### src/vsp_pkg.sv
// Package for the version string parser: character codes, stage codes
// and the decimal weights of the packed version code. No dependencies.
`default_nettype none

package vsp_pkg;

    // Characters the parser reacts to.
    localparam logic [7:0] CH_NUL   = 8'h00;
    localparam logic [7:0] CH_TAB   = 8'h09;
    localparam logic [7:0] CH_LF    = 8'h0A;
    localparam logic [7:0] CH_CR    = 8'h0D;
    localparam logic [7:0] CH_SPACE = 8'h20;
    localparam logic [7:0] CH_DOT   = 8'h2E;
    localparam logic [7:0] CH_ZERO  = 8'h30;
    localparam logic [7:0] CH_NINE  = 8'h39;
    localparam logic [7:0] CH_A     = 8'h61;
    localparam logic [7:0] CH_B     = 8'h62;
    localparam logic [7:0] CH_C     = 8'h63;
    localparam logic [7:0] CH_D     = 8'h64;
    localparam logic [7:0] CH_F     = 8'h66;

    // Stage codes as they appear in the packed code.
    localparam logic [3:0] STAGE_NONE      = 4'd0;
    localparam logic [3:0] STAGE_DEV       = 4'd1;
    localparam logic [3:0] STAGE_ALPHA     = 4'd3;
    localparam logic [3:0] STAGE_BETA      = 4'd5;
    localparam logic [3:0] STAGE_CANDIDATE = 4'd7;
    localparam logic [3:0] STAGE_RELEASE   = 4'd9;

    // Field weights and limits.
    localparam logic [39:0] SCALE_MAJOR    = 40'd100000000;
    localparam logic [26:0] SCALE_MINOR    = 27'd1000000;
    localparam logic [19:0] SCALE_REVISION = 20'd10000;
    localparam logic [13:0] SCALE_STAGE    = 14'd1000;
    localparam logic [9:0]  LEVEL_MAX      = 10'd255;
    localparam logic [39:0] CODE_MAX       = 40'd999999999255;

endpackage

`default_nettype wire

### src/version_string_parser.sv
// Version string parser: one character per transfer, one result per NUL.
// Result path: fields go through snapshot, product and output registers.
// Throughput: one character per cycle; characters keep flowing while a
// result waits, and the pipe stalls only when a NUL meets three results
// still queued in the result stages.
// Reset: asynchronous, active low; parser returns to the start of string.
// Depends on vsp_pkg.
`default_nettype none

module version_string_parser
    import vsp_pkg::*;
(
    input  wire logic        clk,
    input  wire logic        rst_n,
    input  wire logic        in_valid,
    output logic             in_ready,
    input  wire logic [7:0]  ch,
    output logic             out_valid,
    input  wire logic        out_ready,
    output logic             ok,
    output logic [39:0]      code
);

    typedef enum logic [3:0] {
        PH_START     = 4'd0,
        PH_MAJOR     = 4'd1,
        PH_MINOR     = 4'd2,
        PH_REV       = 4'd3,
        PH_RELSTATE  = 4'd4,
        PH_F_SEEN    = 4'd5,
        PH_STAGE_DIG = 4'd6,
        PH_LEVEL     = 4'd7,
        PH_DONE      = 4'd8
    } phase_t;

    // Input register.
    logic        ch_valid_reg;
    logic [7:0]  ch_reg;

    // Parser state.
    phase_t      phase_reg,    phase_next;
    logic [1:0]  count_reg,    count_next;
    logic [13:0] major_reg,    major_next;
    logic [6:0]  minor_reg,    minor_next;
    logic [6:0]  revision_reg, revision_next;
    logic [3:0]  stage_reg,    stage_next;
    logic [9:0]  level_reg,    level_next;
    logic        failed_reg,   failed_next;
    logic        ok_next;

    // Snapshot stage, product stage.
    logic        a_valid_reg, a_ok_reg;
    logic [13:0] a_major_reg;
    logic [6:0]  a_minor_reg, a_revision_reg;
    logic [3:0]  a_stage_reg;
    logic [9:0]  a_level_reg;
    logic        b_valid_reg, b_ok_reg;
    logic [39:0] b_major_reg;
    logic [26:0] b_minor_reg;
    logic [19:0] b_revision_reg;
    logic [13:0] b_low_reg;

    logic        ok_reg;
    logic [39:0] code_reg;
    logic        out_valid_reg;

    // Character classes.
    logic       is_nul, is_dig, is_end, is_let;
    logic [7:0] dig_full;
    logic [3:0] dig;

    assign is_nul   = (ch_reg == CH_NUL);
    assign is_dig   = (ch_reg >= CH_ZERO) && (ch_reg <= CH_NINE);
    assign is_end   = is_nul || (ch_reg == CH_SPACE) || (ch_reg == CH_TAB)
                   || (ch_reg == CH_CR) || (ch_reg == CH_LF);
    assign is_let   = (ch_reg == CH_D) || (ch_reg == CH_A) || (ch_reg == CH_B)
                   || (ch_reg == CH_F);
    assign dig_full = ch_reg - CH_ZERO;
    assign dig      = dig_full[3:0];

    // Handshake chain through the stages.
    logic out_free, o_take, b_free, b_take, a_free, consume;

    assign out_free = !out_valid_reg || out_ready;
    assign o_take   = b_valid_reg && out_free;
    assign b_free   = !b_valid_reg || o_take;
    assign b_take   = a_valid_reg && b_free;
    assign a_free   = !a_valid_reg || b_take;
    assign consume  = ch_valid_reg && (!is_nul || a_free);
    assign in_ready = !ch_valid_reg || consume;

    // One character update. A character falls through on a full field, a
    // letter after a number or a level digit: up to three phases see it.
    always_comb
    begin
        logic go;
        phase_next    = phase_reg;
        count_next    = count_reg;
        major_next    = major_reg;
        minor_next    = minor_reg;
        revision_next = revision_reg;
        stage_next    = stage_reg;
        level_next    = level_reg;
        failed_next   = failed_reg;
        go            = !failed_reg;
        for (int i = 0; i < 3; i++)
        begin
            if (go)
            begin
                go = 1'b0;
                unique case (phase_next)
                    PH_START:
                    begin
                        if (is_dig)
                        begin
                            major_next = {10'd0, dig};
                            count_next = 2'd0;
                            phase_next = PH_MAJOR;
                        end
                        else
                            failed_next = 1'b1;
                    end
                    PH_MAJOR:
                    begin
                        if (count_next != 2'd3)
                        begin
                            priority if (is_end)
                            begin
                                stage_next = STAGE_RELEASE;
                                level_next = 10'd0;
                                phase_next = PH_DONE;
                            end
                            else if (is_dig)
                            begin
                                major_next = major_next * 14'd10 + {10'd0, dig};
                                count_next = count_next + 2'd1;
                            end
                            else if (is_let)
                            begin
                                phase_next = PH_RELSTATE;
                                go = 1'b1;
                            end
                            else if (ch_reg == CH_DOT)
                            begin
                                phase_next = PH_MINOR;
                                count_next = 2'd0;
                            end
                            else
                                failed_next = 1'b1;
                        end
                        else if (ch_reg == CH_DOT)
                        begin
                            phase_next = PH_MINOR;
                            count_next = 2'd0;
                        end
                        else if (is_dig)
                            failed_next = 1'b1;
                        else
                        begin
                            phase_next = PH_MINOR;
                            count_next = 2'd0;
                            go = 1'b1;
                        end
                    end
                    PH_MINOR:
                    begin
                        if (count_next < 2'd2)
                        begin
                            priority if (is_end)
                            begin
                                stage_next = STAGE_RELEASE;
                                level_next = 10'd0;
                                phase_next = PH_DONE;
                            end
                            else if (is_dig)
                            begin
                                minor_next = minor_next * 7'd10 + {3'd0, dig};
                                count_next = count_next + 2'd1;
                            end
                            else if (is_let)
                            begin
                                phase_next = PH_RELSTATE;
                                go = 1'b1;
                            end
                            else if (ch_reg == CH_DOT)
                            begin
                                phase_next = PH_REV;
                                count_next = 2'd0;
                            end
                            else
                                failed_next = 1'b1;
                        end
                        else if (ch_reg == CH_DOT)
                        begin
                            phase_next = PH_REV;
                            count_next = 2'd0;
                        end
                        else if (is_dig)
                            failed_next = 1'b1;
                        else
                        begin
                            phase_next = PH_REV;
                            count_next = 2'd0;
                            go = 1'b1;
                        end
                    end
                    PH_REV:
                    begin
                        if (count_next < 2'd2)
                        begin
                            priority if (is_end)
                            begin
                                stage_next = STAGE_RELEASE;
                                level_next = 10'd0;
                                phase_next = PH_DONE;
                            end
                            else if (is_dig)
                            begin
                                revision_next = revision_next * 7'd10 + {3'd0, dig};
                                count_next    = count_next + 2'd1;
                            end
                            else if (is_let)
                            begin
                                phase_next = PH_RELSTATE;
                                go = 1'b1;
                            end
                            else
                                failed_next = 1'b1;
                        end
                        else if (ch_reg == CH_DOT)
                            phase_next = PH_RELSTATE;
                        else if (is_dig)
                            failed_next = 1'b1;
                        else
                        begin
                            phase_next = PH_RELSTATE;
                            go = 1'b1;
                        end
                    end
                    PH_RELSTATE:
                    begin
                        priority if (is_end)
                        begin
                            stage_next = STAGE_RELEASE;
                            level_next = 10'd0;
                            phase_next = PH_DONE;
                        end
                        else if (ch_reg == CH_D)
                        begin
                            stage_next = STAGE_DEV;
                            phase_next = PH_STAGE_DIG;
                        end
                        else if (ch_reg == CH_A)
                        begin
                            stage_next = STAGE_ALPHA;
                            phase_next = PH_STAGE_DIG;
                        end
                        else if (ch_reg == CH_B)
                        begin
                            stage_next = STAGE_BETA;
                            phase_next = PH_STAGE_DIG;
                        end
                        else if (ch_reg == CH_F)
                        begin
                            stage_next = STAGE_CANDIDATE;
                            phase_next = PH_F_SEEN;
                        end
                        else
                            failed_next = 1'b1;
                    end
                    PH_F_SEEN:
                    begin
                        priority if (is_dig)
                        begin
                            phase_next = PH_LEVEL;
                            count_next = 2'd0;
                            level_next = 10'd0;
                            go = 1'b1;
                        end
                        else if (ch_reg == CH_C)
                            phase_next = PH_STAGE_DIG;
                        else
                            failed_next = 1'b1;
                    end
                    PH_STAGE_DIG:
                    begin
                        if (is_dig)
                        begin
                            phase_next = PH_LEVEL;
                            count_next = 2'd0;
                            level_next = 10'd0;
                            go = 1'b1;
                        end
                        else
                            failed_next = 1'b1;
                    end
                    PH_LEVEL:
                    begin
                        if (count_next != 2'd3)
                        begin
                            priority if (is_end)
                            begin
                                if (count_next != 2'd0)
                                    phase_next = PH_DONE;
                                else
                                    failed_next = 1'b1;
                            end
                            else if (is_dig)
                            begin
                                level_next = level_next * 10'd10 + {6'd0, dig};
                                count_next = count_next + 2'd1;
                            end
                            else
                                failed_next = 1'b1;
                        end
                        else if (is_end && (level_next <= LEVEL_MAX))
                            phase_next = PH_DONE;
                        else
                            failed_next = 1'b1;
                    end
                    PH_DONE:
                    begin
                    end
                    default:
                        failed_next = 1'b1;
                endcase
            end
        end
        ok_next = !failed_next && (phase_next == PH_DONE)
               && !((stage_next == STAGE_CANDIDATE) && (level_next == 10'd0));
    end

    always_ff @(posedge clk or negedge rst_n)
    begin
        if (!rst_n)
        begin
            ch_valid_reg   <= 1'b0;
            ch_reg         <= CH_NUL;
            phase_reg      <= PH_START;
            count_reg      <= 2'd0;
            major_reg      <= 14'd0;
            minor_reg      <= 7'd0;
            revision_reg   <= 7'd0;
            stage_reg      <= STAGE_NONE;
            level_reg      <= 10'd0;
            failed_reg     <= 1'b0;
            a_valid_reg    <= 1'b0;
            a_ok_reg       <= 1'b0;
            a_major_reg    <= 14'd0;
            a_minor_reg    <= 7'd0;
            a_revision_reg <= 7'd0;
            a_stage_reg    <= STAGE_NONE;
            a_level_reg    <= 10'd0;
            b_valid_reg    <= 1'b0;
            b_ok_reg       <= 1'b0;
            b_major_reg    <= 40'd0;
            b_minor_reg    <= 27'd0;
            b_revision_reg <= 20'd0;
            b_low_reg      <= 14'd0;
            out_valid_reg  <= 1'b0;
            ok_reg         <= 1'b0;
            code_reg       <= 40'd0;
        end
        else
        begin
            if (in_ready)
            begin
                ch_valid_reg <= in_valid;
                ch_reg       <= ch;
            end

            // A NUL hands the finished fields on and restarts the parser.
            if (consume)
            begin
                if (is_nul)
                begin
                    phase_reg      <= PH_START;
                    count_reg      <= 2'd0;
                    major_reg      <= 14'd0;
                    minor_reg      <= 7'd0;
                    revision_reg   <= 7'd0;
                    stage_reg      <= STAGE_NONE;
                    level_reg      <= 10'd0;
                    failed_reg     <= 1'b0;
                    a_ok_reg       <= ok_next;
                    a_major_reg    <= major_next;
                    a_minor_reg    <= minor_next;
                    a_revision_reg <= revision_next;
                    a_stage_reg    <= stage_next;
                    a_level_reg    <= level_next;
                end
                else
                begin
                    phase_reg    <= phase_next;
                    count_reg    <= count_next;
                    major_reg    <= major_next;
                    minor_reg    <= minor_next;
                    revision_reg <= revision_next;
                    stage_reg    <= stage_next;
                    level_reg    <= level_next;
                    failed_reg   <= failed_next;
                end
            end

            if (consume && is_nul)
                a_valid_reg <= 1'b1;
            else if (b_take)
                a_valid_reg <= 1'b0;

            if (b_take)
            begin
                b_ok_reg <= a_ok_reg;
                if (a_ok_reg)
                begin
                    b_major_reg    <= {26'd0, a_major_reg} * SCALE_MAJOR;
                    b_minor_reg    <= {20'd0, a_minor_reg} * SCALE_MINOR;
                    b_revision_reg <= {13'd0, a_revision_reg} * SCALE_REVISION;
                    b_low_reg      <= {10'd0, a_stage_reg} * SCALE_STAGE
                                    + {4'd0, a_level_reg};
                end
                else
                begin
                    b_major_reg    <= 40'd0;
                    b_minor_reg    <= 27'd0;
                    b_revision_reg <= 20'd0;
                    b_low_reg      <= 14'd0;
                end
            end

            if (b_take)
                b_valid_reg <= 1'b1;
            else if (o_take)
                b_valid_reg <= 1'b0;

            if (o_take)
            begin
                out_valid_reg <= 1'b1;
                ok_reg        <= b_ok_reg;
                code_reg      <= b_major_reg + {13'd0, b_minor_reg}
                               + {20'd0, b_revision_reg} + {26'd0, b_low_reg};
            end
            else if (out_ready)
                out_valid_reg <= 1'b0;
        end
    end

    assign out_valid = out_valid_reg;
    assign ok        = ok_reg;
    assign code      = code_reg;

endmodule

`default_nettype wire

### config.mk
export PLATFORM = sky130hd
export DESIGN_NAME = version_string_parser
export DESIGN_NICKNAME = d
export VERILOG_FILES = /design/src/vsp_pkg.sv /design/src/version_string_parser.sv
export SDC_FILE = /design/constraint.sdc
export NUM_CORES = 1
export LEC_CHECK = 0
export BUFFER_PORTS_ARGS = -buffer_cell sky130_fd_sc_hd__clkbuf_2
export CAP_MARGIN = 20
export CELL_PAD_IN_SITES_DETAIL_PLACEMENT = 0
export CELL_PAD_IN_SITES_GLOBAL_PLACEMENT = 1
export CORE_UTILIZATION = 50
export CTS_CLUSTER_DIAMETER = 30
export CTS_CLUSTER_SIZE = 16
export DETAILED_ROUTE_END_ITERATION = 7
export GPL_TIMING_DRIVEN = 0
export PLACE_DENSITY = 0.86
export SETUP_SLACK_MARGIN = 0.05
export SLEW_MARGIN = 5
export SYNTH_ARGS = -nofsm -noshare
export SYNTH_HDL_FRONTEND = slang
export SYNTH_SLANG_ARGS = --single-unit
### constraint.sdc
create_clock -name clk -period 18.15 [get_ports clk]
set_input_delay 1.815 -clock clk [delete_from_list [all_inputs] [get_ports clk]]
set_output_delay 1.815 -clock clk [all_outputs]
set_load 0.01 [all_outputs]
==> impl_metrics.ini <==
[pwr]
ir_drop_v = 0.0000951
power_density_mw_per_mm2 = 101
power_leakage_nw = 13.2

[place]
port_buffers = 54
dp_hpwl_um = 53000
place_congestion = 0.998

[sta]
clock.fmax_ghz = 0.134
period_share = 0.411
hold_viol = 0
finalSetupViolations = 0
setup_tns_ps = 0
rsz0062_at_grt = no
min_period_ps = 7460
fin_skew_ps = 66.9
tightest_slew_ps = 1120
final-max-slew-violation-count = 0
slew-limit-headroom = 0.241
holdWs_ps = 471

[die]
num_rows = 77
die_h_um = 215
core_area_mm2 = 0.0445
dieWidth_um = 215
start_util = 0.510
boundaryPins = 55
dieArea_mm2 = 0.0463

[drt]
detail-route-antenna-nets = 0
wl_per_cell_um = 20.7
drc = 0
drt_first_pass_iters = 6
first_iter_violations = 1244
avgViaCountPerCell = 5.83
vias = 18774
wl_um = 66800

[cells_and_area]
syn_to_final_growth_pct = 14.3
layout.nets = 3068
antenna_cells = 0
nFillCells = 3912
post_route_cells_drive_above_1_share = 0.0845
largest_reg_flops = 40

[clock_tree]
clk_pin_slew_worst_paths_ps = 50
cts_tree = built
clk_path_buf_depth = 3
hold_buffers = 0
cts_resized = 0
clockRootBuffer = clkbuf_16
numCtsBuffers = 59
htreeDepth = 2
post_cts_buffers = 0
cts.sinks = 229
clk_latency_ps = 640

[logic_synthesis]
ys_seq_area_frac = 0.252
ys_seq_elements = 229
synth_area_per_cell_um2 = 9.24
synthArstFlopShare = 1.00
yosysWarningCount = 0
syn_inst = 2457
synth.cell_area_mm2 = 0.0227
synth_edf_count = 0
synth.distinct_cells = 94
synthFlopType = dfrtp_1
syn_nets = 2948

[worst_setup_path]
critical_path_arrival_ps = 7930
path_max_fanout = 11
worstPathRequired_ps = 18620
worstSetupStartpoint = ch_reg[3]
r2r-start = ch_reg[3]
worstSetupStartpointType = flop
crit_type = flop to flop
end_kind = flop

[global_route]
track_usage = 0.295
grt_overflow = 0
antenna_found_initial = 0
grt_max_degree = 105
grt_pass1_wl_um = 108000
grt_pass1_vias = 19732

[worst_hold_path]
hp-start = b_low_reg[2]
hp-class = flop to flop

[run_status]
outcome = complete, no violations

[run]
maxCapViolations = 0
## cell usage after synthesis (11+ instances only)
library cell | instances | area [um2]
ha_1 | 332 | 4150
nand2_1 | 282 | 1060
inv_1 | 256 | 961
dfrtp_1 | 229 | 5730
o21ai_0 | 171 | 856
fa_1 | 147 | 2940
a21oi_1 | 110 | 551
nor2_1 | 105 | 394
xnor2_1 | 92 | 806
clkbuf_1 | 78 | 293
nand3_1 | 69 | 345
xor2_1 | 48 | 420
a22o_1 | 45 | 394
o31ai_1 | 38 | 285
a21o_1 | 29 | 218
nor3_1 | 29 | 145
o21bai_1 | 28 | 210
mux2_2 | 25 | 282
a31oi_1 | 22 | 138
and2_1 | 19 | 119
nand2b_1 | 17 | 106
or3_1 | 16 | 100
nor2b_1 | 15 | 93.8
o21a_1 | 15 | 113
a211oi_1 | 13 | 97.6
o211ai_1 | 13 | 97.6
and3_1 | 11 | 68.8
## per-layer routing
| layer | vias to the layer above | routed length [um] | track usage |
|---|---|---|---|
| met4 | 0 | 2950 | 0.134 |
| li1 | 8869 | - | - |
| met5 | - | 0 | 0 |
| met1 | 9223 | 27600 | 0.354 |
| met3 | 150 | 2880 | 0.0430 |
| met2 | 532 | 33300 | 0.522 |
## cell usage in the layout, fill, tap and decap left out, drive strengths merged, types with 15 or more instances in the layout
cell,count
ha,332
nand2,283
inv,257
dfrtp,229
clkbuf,212
o21ai,173
fa,147
a21oi,111
nor2,106
xnor2,92
nand3,70
xor2,48
a22o,45
o31ai,40
nor3,29
a21o,29
o21bai,28
mux2,25
a31oi,22
and2,19
nand2b,17
clkinv,17
or3,16
o21a,15
nor2b,15
buf,15
## stage by stage
stage               power [mW]  utilization  instances  setup slack, ps  cell area, um2
floorplan                 1.21            -       2457            12120           22700
global placement          1.46        0.533       3103            10620           23700
detailed placement        1.47        0.535       3107            10770           23800
CTS                       2.60        0.583       3218            10800           26000
global route              2.75        0.583       3219            10290           26000
finish                    2.61        0.583       3219            10690           26000
## power breakdown
part	total, mW	switching [mW]	internal (mW)
clock network	1.12	0.339	0.783
registers	0.573	0.0366	0.536
logic	0.914	0.579	0.335
## final timing paths
check | slack (ps) | endpoint | cells past startpoint
min in group asynchronous | 1100 | code[35] | 1
max in group asynchronous | 15720 | phase_reg[0] | 3
min reg2reg | 470 | code[2] | 2
max reg2reg | 10690 | a_ok_reg | 23
min | 470 | code[2] | 2
max | 10690 | a_ok_reg | 23
## cell families after synthesis
logic type                 Yosys count  share of synthesized area
xor gates and xnor gates           142                     0.0560
muxes                               31                     0.0150
adders and majority gates          479                      0.313
and+or+nand+nor                    631                      0.131
buffers and inverters              349                     0.0581
AOI/OAI and AO/OA                  596                      0.175
DFF                                229                      0.252
## area by class of cell
| cell class | instances | area, um2 | share of cell area |
|---|---|---|---|
| clock inverters | 33 | 531 | 0.0204 |
| inverters | 258 | 968 | 0.0373 |
| multi-input cells | 1879 | 15700 | 0.603 |
| well taps | 592 | 741 | 0.0285 |
| clock buffers | 78 | 1630 | 0.0627 |
| flip-flops and latches | 229 | 5730 | 0.221 |
| plain buffers | 91 | 352 | 0.0135 |
| repair buffers | 59 | 357 | 0.0137 |
## critical path, cell delays in order (launching register included)
cell	delay (ps)
dfrtp_1	780
clkbuf_1	440
o21a_1	250
nor2_2	120
clkinv_1	210
clkbuf_1	550
clkbuf_1	580
buf_1	590
ha_1	270
a32oi_1	60
a31o_2	250
o21ai_0	340
ha_1	270
clkbuf_1	420
or3_1	280
clkbuf_1	310
nor2_1	150
nor2_1	150
a21oi_1	60
a22oi_1	310
nand4b_1	140
nor4_1	450
and4b_1	280
o31ai_2	60
Power figures use the tool's default switching activity.
